### src/jstp_pkg.sv
// Shared types, codes and character helpers for the JSON scalar token parser.
package jstp_pkg;

    // Parser phase, one-hot coded.
    typedef enum logic [13:0] {
        PH_LEAD    = 14'b00_0000_0000_0001,
        PH_LIT     = 14'b00_0000_0000_0010,
        PH_SIGN    = 14'b00_0000_0000_0100,
        PH_ZERO    = 14'b00_0000_0000_1000,
        PH_INT     = 14'b00_0000_0001_0000,
        PH_DOT     = 14'b00_0000_0010_0000,
        PH_FRAC    = 14'b00_0000_0100_0000,
        PH_EXP     = 14'b00_0000_1000_0000,
        PH_EXPSIGN = 14'b00_0001_0000_0000,
        PH_EXPDIG  = 14'b00_0010_0000_0000,
        PH_STR     = 14'b00_0100_0000_0000,
        PH_ESC     = 14'b00_1000_0000_0000,
        PH_TRAIL   = 14'b01_0000_0000_0000,
        PH_ERR     = 14'b10_0000_0000_0000
    } phase_t;

    // Verdict status codes.
    typedef enum logic [1:0] {
        ST_OK      = 2'd0,
        ST_EXPECT  = 2'd1,
        ST_INVALID = 2'd2,
        ST_NOTSING = 2'd3
    } status_t;

    // Value type codes.
    typedef enum logic [2:0] {
        TY_NULL   = 3'd0,
        TY_FALSE  = 3'd1,
        TY_TRUE   = 3'd2,
        TY_NUMBER = 3'd3,
        TY_STRING = 3'd4
    } vtype_t;

    // Literal selector.
    typedef enum logic [1:0] {
        LIT_NULL  = 2'd0,
        LIT_TRUE  = 2'd1,
        LIT_FALSE = 2'd2
    } lit_t;

    // Parser state carried from one byte to the next.
    typedef struct packed {
        phase_t     phase;
        lit_t       lit_kind;
        logic [2:0] lit_pos;
        status_t    held_status;
        vtype_t     held_type;
    } pstate_t;

    // One result beat plus its presence flag.
    typedef struct packed {
        logic       emit;
        logic       is_verdict;
        logic [7:0] char_out;
        status_t    status;
        vtype_t     value_type;
    } result_t;

    // Whitespace set of the JSON grammar.
    function automatic logic is_ws(input logic [7:0] c);
        is_ws = (c == 8'h20) || (c == 8'h09) || (c == 8'h0A) || (c == 8'h0D);
    endfunction

    function automatic logic is_digit(input logic [7:0] c);
        is_digit = (c >= 8'h30) && (c <= 8'h39);
    endfunction

    // Expected byte of a literal at a given position.
    function automatic logic [7:0] lit_char(input lit_t k, input logic [2:0] p);
        logic [7:0] r;
        r = 8'h00;
        case (k)
            LIT_NULL:
            begin
                case (p)
                    3'd0: r = "n";
                    3'd1: r = "u";
                    3'd2: r = "l";
                    3'd3: r = "l";
                    default: r = 8'h00;
                endcase
            end
            LIT_TRUE:
            begin
                case (p)
                    3'd0: r = "t";
                    3'd1: r = "r";
                    3'd2: r = "u";
                    3'd3: r = "e";
                    default: r = 8'h00;
                endcase
            end
            LIT_FALSE:
            begin
                case (p)
                    3'd0: r = "f";
                    3'd1: r = "a";
                    3'd2: r = "l";
                    3'd3: r = "s";
                    3'd4: r = "e";
                    default: r = 8'h00;
                endcase
            end
            default: r = 8'h00;
        endcase
        return r;
    endfunction

    function automatic logic [2:0] lit_len(input lit_t k);
        lit_len = (k == LIT_FALSE) ? 3'd5 : 3'd4;
    endfunction

    function automatic vtype_t lit_type(input lit_t k);
        vtype_t t;
        case (k)
            LIT_TRUE:  t = TY_TRUE;
            LIT_FALSE: t = TY_FALSE;
            default:   t = TY_NULL;
        endcase
        return t;
    endfunction

endpackage

### src/json_scalar_token_parser.sv
// Top level of the JSON scalar token parser: state and result registers.
//
// Usage: text bytes enter on the input channel (ch, in_valid, in_ready); a
// zero byte ends the text. Result beats leave on the output channel
// (out_valid, out_ready) with is_verdict, char_out, status and value_type.
// A string content beat (is_verdict 0) is sent for each unescaped string
// byte; it is provisional until the verdict beat confirms the string.
// The verdict beat (is_verdict 1) follows the end byte and the parser is
// then ready for the next text at once.
// A result beat is registered and valid in the cycle after its byte is taken.
// Throughput: one byte per cycle; the byte is decoded by a single level of
// compare logic against the phase register, feeding the result register.
// When the receiver stalls, the result register holds its beat and the
// input takes no new byte until that beat leaves; bytes that produce no
// beat are still taken only when the result register is free or draining.
// Reset: the parser returns to awaiting leading whitespace with no error
// held, and the result register is emptied.
module json_scalar_token_parser
(
    input  logic       clk,
    input  logic       rst_n,
    input  logic       in_valid,
    output logic       in_ready,
    input  logic [7:0] ch,
    output logic       out_valid,
    input  logic       out_ready,
    output logic       is_verdict,
    output logic [7:0] char_out,
    output logic [1:0] status,
    output logic [2:0] value_type
);
    import jstp_pkg::*;

    pstate_t    state_reg;
    pstate_t    state_next;
    result_t    step_res;
    logic       out_valid_reg;
    logic       is_verdict_reg;
    logic [7:0] char_out_reg;
    status_t    status_reg;
    vtype_t     value_type_reg;
    logic       accept;

    // Decode of the current byte.
    jstp_step u_step
    (
        .cur (state_reg),
        .ch  (ch),
        .nxt (state_next),
        .res (step_res)
    );

    assign in_ready = !out_valid_reg || out_ready;
    assign accept   = in_valid && in_ready;

    // Parser state register.
    always_ff @(posedge clk or negedge rst_n)
    begin
        if (!rst_n)
        begin
            state_reg.phase       <= PH_LEAD;
            state_reg.lit_kind    <= LIT_NULL;
            state_reg.lit_pos     <= 3'd0;
            state_reg.held_status <= ST_OK;
            state_reg.held_type   <= TY_NULL;
        end
        else if (accept)
        begin
            state_reg <= state_next;
        end
    end

    // Result valid flag.
    always_ff @(posedge clk or negedge rst_n)
    begin
        if (!rst_n)
            out_valid_reg <= 1'b0;
        else if (accept)
            out_valid_reg <= step_res.emit;
        else if (out_ready)
            out_valid_reg <= 1'b0;
    end

    // Result payload, loaded when a beat is produced.
    always_ff @(posedge clk)
    begin
        if (accept && step_res.emit)
        begin
            is_verdict_reg <= step_res.is_verdict;
            char_out_reg   <= step_res.char_out;
            status_reg     <= step_res.status;
            value_type_reg <= step_res.value_type;
        end
    end

    assign out_valid  = out_valid_reg;
    assign is_verdict = is_verdict_reg;
    assign char_out   = char_out_reg;
    assign status     = status_reg;
    assign value_type = value_type_reg;

endmodule

### src/jstp_step.sv
// Next-state and result logic of the parser for one input byte.
module jstp_step
(
    input  jstp_pkg::pstate_t cur,
    input  logic [7:0]        ch,
    output jstp_pkg::pstate_t nxt,
    output jstp_pkg::result_t res
);
    import jstp_pkg::*;

    logic [7:0] esc_byte;
    logic       esc_known;
    logic [2:0] pos_inc;

    // Escape translation.
    always_comb
    begin
        esc_known = 1'b1;
        case (ch)
            "n":     esc_byte = 8'h0A;
            "\"":    esc_byte = 8'h22;
            "\\":    esc_byte = 8'h5C;
            "b":     esc_byte = 8'h08;
            "r":     esc_byte = 8'h0D;
            "t":     esc_byte = 8'h09;
            "f":     esc_byte = 8'h0C;
            "/":     esc_byte = 8'h2F;
            default:
            begin
                esc_byte  = 8'h00;
                esc_known = 1'b0;
            end
        endcase
    end

    assign pos_inc = cur.lit_pos + 3'd1;

    // Phase transitions and the result beat.
    always_comb
    begin
        nxt = cur;
        res = '0;
        if (ch == 8'h00)
        begin
            // End byte: verdict, then clear for the next text.
            res.emit       = 1'b1;
            res.is_verdict = 1'b1;
            res.value_type = TY_NULL;
            case (cur.phase)
                PH_LEAD, PH_STR, PH_ESC:
                    res.status = ST_EXPECT;
                PH_LIT, PH_SIGN, PH_DOT, PH_EXP, PH_EXPSIGN:
                    res.status = ST_INVALID;
                PH_ZERO, PH_INT, PH_FRAC, PH_EXPDIG:
                begin
                    res.status     = ST_OK;
                    res.value_type = TY_NUMBER;
                end
                PH_TRAIL:
                begin
                    res.status     = ST_OK;
                    res.value_type = cur.held_type;
                end
                default:
                    res.status = cur.held_status;
            endcase
            nxt.phase       = PH_LEAD;
            nxt.lit_kind    = LIT_NULL;
            nxt.lit_pos     = 3'd0;
            nxt.held_status = ST_OK;
            nxt.held_type   = TY_NULL;
        end
        else
        begin
            case (cur.phase)
                PH_LEAD:
                begin
                    if (is_ws(ch))
                        nxt.phase = PH_LEAD;
                    else if (ch == "n" || ch == "t" || ch == "f")
                    begin
                        nxt.lit_kind = (ch == "n") ? LIT_NULL :
                                       (ch == "t") ? LIT_TRUE : LIT_FALSE;
                        nxt.lit_pos  = 3'd1;
                        nxt.phase    = PH_LIT;
                    end
                    else if (ch == "\"")
                        nxt.phase = PH_STR;
                    else if (ch == "-")
                        nxt.phase = PH_SIGN;
                    else if (ch == "0")
                        nxt.phase = PH_ZERO;
                    else if (is_digit(ch))
                        nxt.phase = PH_INT;
                    else
                    begin
                        nxt.held_status = ST_INVALID;
                        nxt.held_type   = TY_NULL;
                        nxt.phase       = PH_ERR;
                    end
                end
                PH_LIT:
                begin
                    if (cur.lit_pos == 3'd0 || cur.lit_pos >= lit_len(cur.lit_kind) ||
                        lit_char(cur.lit_kind, cur.lit_pos) != ch)
                    begin
                        nxt.held_status = ST_INVALID;
                        nxt.held_type   = TY_NULL;
                        nxt.phase       = PH_ERR;
                    end
                    else
                    begin
                        nxt.lit_pos = pos_inc;
                        if (pos_inc >= lit_len(cur.lit_kind))
                        begin
                            nxt.held_type = lit_type(cur.lit_kind);
                            nxt.phase     = PH_TRAIL;
                        end
                    end
                end
                PH_SIGN:
                begin
                    if (ch == "0")
                        nxt.phase = PH_ZERO;
                    else if (is_digit(ch))
                        nxt.phase = PH_INT;
                    else
                    begin
                        nxt.held_status = ST_INVALID;
                        nxt.held_type   = TY_NULL;
                        nxt.phase       = PH_ERR;
                    end
                end
                PH_ZERO, PH_INT, PH_FRAC, PH_EXPDIG:
                begin
                    // Digit runs continue; otherwise the number may move on or end.
                    if (is_digit(ch) && cur.phase != PH_ZERO)
                        nxt.phase = cur.phase;
                    else if (ch == "." && (cur.phase == PH_ZERO || cur.phase == PH_INT))
                        nxt.phase = PH_DOT;
                    else if ((ch == "e" || ch == "E") && cur.phase != PH_EXPDIG)
                        nxt.phase = PH_EXP;
                    else
                    begin
                        nxt.held_type = TY_NUMBER;
                        if (is_ws(ch))
                            nxt.phase = PH_TRAIL;
                        else
                        begin
                            nxt.held_status = ST_NOTSING;
                            nxt.held_type   = TY_NULL;
                            nxt.phase       = PH_ERR;
                        end
                    end
                end
                PH_DOT:
                begin
                    if (is_digit(ch))
                        nxt.phase = PH_FRAC;
                    else
                    begin
                        nxt.held_status = ST_INVALID;
                        nxt.held_type   = TY_NULL;
                        nxt.phase       = PH_ERR;
                    end
                end
                PH_EXP:
                begin
                    if (ch == "+" || ch == "-")
                        nxt.phase = PH_EXPSIGN;
                    else if (is_digit(ch))
                        nxt.phase = PH_EXPDIG;
                    else
                    begin
                        nxt.held_status = ST_INVALID;
                        nxt.held_type   = TY_NULL;
                        nxt.phase       = PH_ERR;
                    end
                end
                PH_EXPSIGN:
                begin
                    if (is_digit(ch))
                        nxt.phase = PH_EXPDIG;
                    else
                    begin
                        nxt.held_status = ST_INVALID;
                        nxt.held_type   = TY_NULL;
                        nxt.phase       = PH_ERR;
                    end
                end
                PH_STR:
                begin
                    if (ch == "\"")
                    begin
                        nxt.held_type = TY_STRING;
                        nxt.phase     = PH_TRAIL;
                    end
                    else if (ch == "\\")
                        nxt.phase = PH_ESC;
                    else
                    begin
                        res.emit     = 1'b1;
                        res.char_out = ch;
                    end
                end
                PH_ESC:
                begin
                    // Unknown escapes are dropped silently.
                    nxt.phase    = PH_STR;
                    res.emit     = esc_known;
                    res.char_out = esc_byte;
                end
                PH_TRAIL:
                begin
                    if (!is_ws(ch))
                    begin
                        nxt.held_status = ST_NOTSING;
                        nxt.held_type   = TY_NULL;
                        nxt.phase       = PH_ERR;
                    end
                end
                default:
                    nxt.phase = cur.phase;
            endcase
        end
    end

endmodule

### config.mk
export PLATFORM = sky130hd
export DESIGN_NAME = json_scalar_token_parser
export DESIGN_NICKNAME = d
export VERILOG_FILES = /design/src/jstp_pkg.sv /design/src/json_scalar_token_parser.sv /design/src/jstp_step.sv
export SDC_FILE = /design/constraint.sdc
export NUM_CORES = 1
export LEC_CHECK = 0
export ABC_AREA = 1
export BUFFER_PORTS_ARGS = -buffer_cell sky130_fd_sc_hd__buf_4
export CAP_MARGIN = 20
export CORE_UTILIZATION = 35
export CTS_CLUSTER_DIAMETER = 60
export DETAILED_ROUTE_END_ITERATION = 8
export MAX_ROUTING_LAYER = met4
export SYNTH_ARGS = -nofsm -noshare
export SYNTH_HDL_FRONTEND = slang
export SYNTH_SLANG_ARGS = --single-unit
export TNS_END_PERCENT = 30
### constraint.sdc
create_clock -name clk -period 6.4 [get_ports clk]
set_input_delay 1.28 -clock clk [delete_from_list [all_inputs] [get_ports clk]]
set_output_delay 1.28 -clock clk [all_outputs]
set_load 0.02 [all_outputs]
==> out/metrics.yaml <==
die:
  rows: 35
  boundaryPins: 28
  coreArea_um2: 9280
  die_h_um: 99.9
  die-area_um2: 9980
  die_width_um: 99.9
  start_util_pct: 36.1
final_layout:
  fin_nets: 568
  fillers: 1034
  drive_gt1_share_pct: 16.5
  num_antenna_cells: 0
  finalNonFillerCells: 679
  area_delta_synth_final_pct: 13.2
  largest_reg_flops: 24
run:
  maxCapViolCount: 0
sta:
  skew_ps: 12.6
  setup_tns_ps: 0
  fmax_mhz: 314
  worstMarginPinSlew_ps: 622
  period_share_pct: 49.7
  setup_viol: 0
  period_minus_slack_ps: 3180
  relSlewSlack_pct: 58.1
  grt_setup_unrepaired: "false"
  final_max_slew_viol_count: 0
  hold_violations: 0
drt:
  drc: 0
  dr_total_vias: 3386
  first_pass_iters: 5
  vias_per_cell: 4.99
  drt_wl_total_mm: 9.16
  postRouteAntennaNets: 0
  wl_per_cell_um: 13.5
  detail_route.iter0.violations: 267
power:
  power_leakage_uw: 0.00196
  powerDensity_nw_per_um2: 312
  p_sw_uw: 560
  p_clk_share_pct: 18.0
  internal-power_uw: 627
  swShare_pct: 47.2
  sequentialPowerShare_pct: 30.0
  peakVddDrop_v: 0.0000936
  combPwrFrac_pct: 52.0
clock_tree:
  cts_resized: 0
  clock_sinks: 39
  clk_latency_ps: 300
  h-tree-depth: 2
  cts_hold_buf: 0
  cts_buffers: 5
  tritoncts: "yes"
  clk_pin_slew_worst_paths_ps: 80
  root_buffer: "clkbuf_8"
  cts_setup_buffers: 0
  clk_path_buf_depth: 2
grt:
  grt_pass1_wl_mm: 15.2
  track_usage_pct: 20.1
  grt_pass1_vias: 3081
  overflow: 0
  grt_max_degree: 26
  grt_antenna_before_repair: 0
worst_setup_path:
  arrival_ps: 3190
  crit_slowest_cell: "a31oi_1"
  cp_top_family: "simple AND/OR/NAND/NOR gates"
  start_kind: "primary input"
  crit_path_end_kind: "flop"
  cp_max_fo: 17
  cp_num_buf_inv: 3
  crit_type: "in2reg"
  path_cells: "buf_4 > nor2_2 > nand2_1 > nor2_4 > inv_2 > a31oi_1 > buf_4"
  worst_path_most_repeated_cell: "buf_4"
  cpPeakStageDelay_ps: 540
  cp.required_ps: 6410
synthesis:
  synthSimpleGateAreaFrac_pct: 46.0
  synth_most_common_cell: "nand2_1"
  synth_top_area_share_pct: 17.9
  synth.area.mux_share_pct: 0
  yosysWarnings: 0
  synth_cell_types: 39
  synthXorXnorAreaFrac_pct: 0.261
  synth_compound_area_share_pct: 8.95
  yosysTopAreaCell: "dfrtp_1"
  syn-instance-count: 520
  synth_adder_area_share_pct: 2.61
  synth.area.top_cells: "dfrtp_1 18%, nand2_1 17%, edfxtp_1 13%"
  synthesis.nets: 539
  synth_top_family_by_area: "simple AND/OR/NAND/NOR gates"
  yosysSeqAreaShare_pct: 31.2
  synth-seq-cells: 39
  synth_top_cells_by_count: "148 x nand2_1, 72 x inv_1, 64 x nor2_1"
  synthesis.area_um2: 3360
  synth_edf_count: 14
  synth_area_per_cell_um2: 6.45
  synthArstFlopShare_pct: 64.1
  yosys_most_used_dff: "dfrtp_1"
hold_path:
  hold_class: "reg2reg"
placed_design:
  gp_congestion: 0.927
  port_buffers: 27
  dp_hpwl_mm: 7.35
  dp_cells: 671
outcome:
  status: "finished clean"
## worst paths after layout
check,startpoint,end,slack [ps],cells after the start
max reg2reg,state_reg[11]$_DFFE_PN0P_,char_out[6]$_SDFFCE_PP0P_,3770,8
min in group asynchronous,rst_n,state_reg[23]$_DFFE_PN0P_,880,1
max,ch[0],char_out[6]$_SDFFCE_PP0P_,3220,7
min reg2reg,state_reg[1]$_DFFE_PN0P_,state_reg[1]$_DFFE_PN0P_,500,2
min,state_reg[1]$_DFFE_PN0P_,state_reg[1]$_DFFE_PN0P_,500,2
max in group asynchronous,rst_n,state_reg[10]$_DFFE_PN1P_,5210,1
## power groups by stage
stage          Combinational, uW  Clock (uW)  Sequential, uW
2_1_floorplan                457           0             376
3_3_place_gp                 613           0             359
3_5_place_dp                 617           0             360
4_1_cts                      619         218             355
5_1_grt                      697         229             363
6_report                     618         214             356
## per-stage QoR
step	worst slack [ps]	hold WS [ps]	cell area, um^2	util [%]	total power (uW)
floorplan	3130	459	3360	-	834
global route	3000	542	3800	40.9	1290
CTS	3190	502	3800	40.9	1190
global placement	2890	475	3690	39.7	972
finish	3220	502	3800	40.9	1190
detailed placement	2880	483	3690	39.7	977
## layout by cell type (no fill, tap or decap), types with 3 or more instances in the layout
cell and n:
nand2_1 148, inv_1 72, nor2_1 64, nand3_1 51, buf_4 28, dfrtp_1 24
o21ai_0 17, o21ai_1 14, edfxtp_1 14, nor3_1 12, a21oi_1 12, nor2_2 11
inv_2 11, nand4_1 11, nand2_2 10, nor2_4 8, ha_1 7, clkbuf_8 5
nand3_2 4, o21ai_2 3
## final cells by class
cell class | instances | area [um^2] | area share, %
clock buffer | 5 | 68.8 | 1.81
clock inverter | 3 | 43.8 | 1.15
inverter | 85 | 327 | 8.59
multi-input combinational | 390 | 1940 | 51.1
sequential | 39 | 1050 | 27.6
tap | 129 | 161 | 4.25
timing repair buffer | 28 | 210 | 5.53
## tightest hold or removal path: cells and delay by family, from the launching register on
family | cells | cell delay [ps]
compound gates | 1 | 60
simple gates | 1 | 50
flops | 1 | 360
## kinds of logic (layout without fill, tap and decap cells)
logic type	count (synthesis)	in the layout
compound gates	53	53
xor+xnor	1	1
fa+ha+maj	7	7
buf+inv	91	121
flops	39	39
simple gates	329	329
## layer usage
layer	vias to the layer above	GRT usage (%)	wire [um]
met5	-	-	0
met4	0	4.86	141
met3	13	2.65	428
met2	90	33.1	4240
met1	1561	26.3	4350
li1	1722	-	-
No activity file was read; power rests on OpenSTA's default activity.
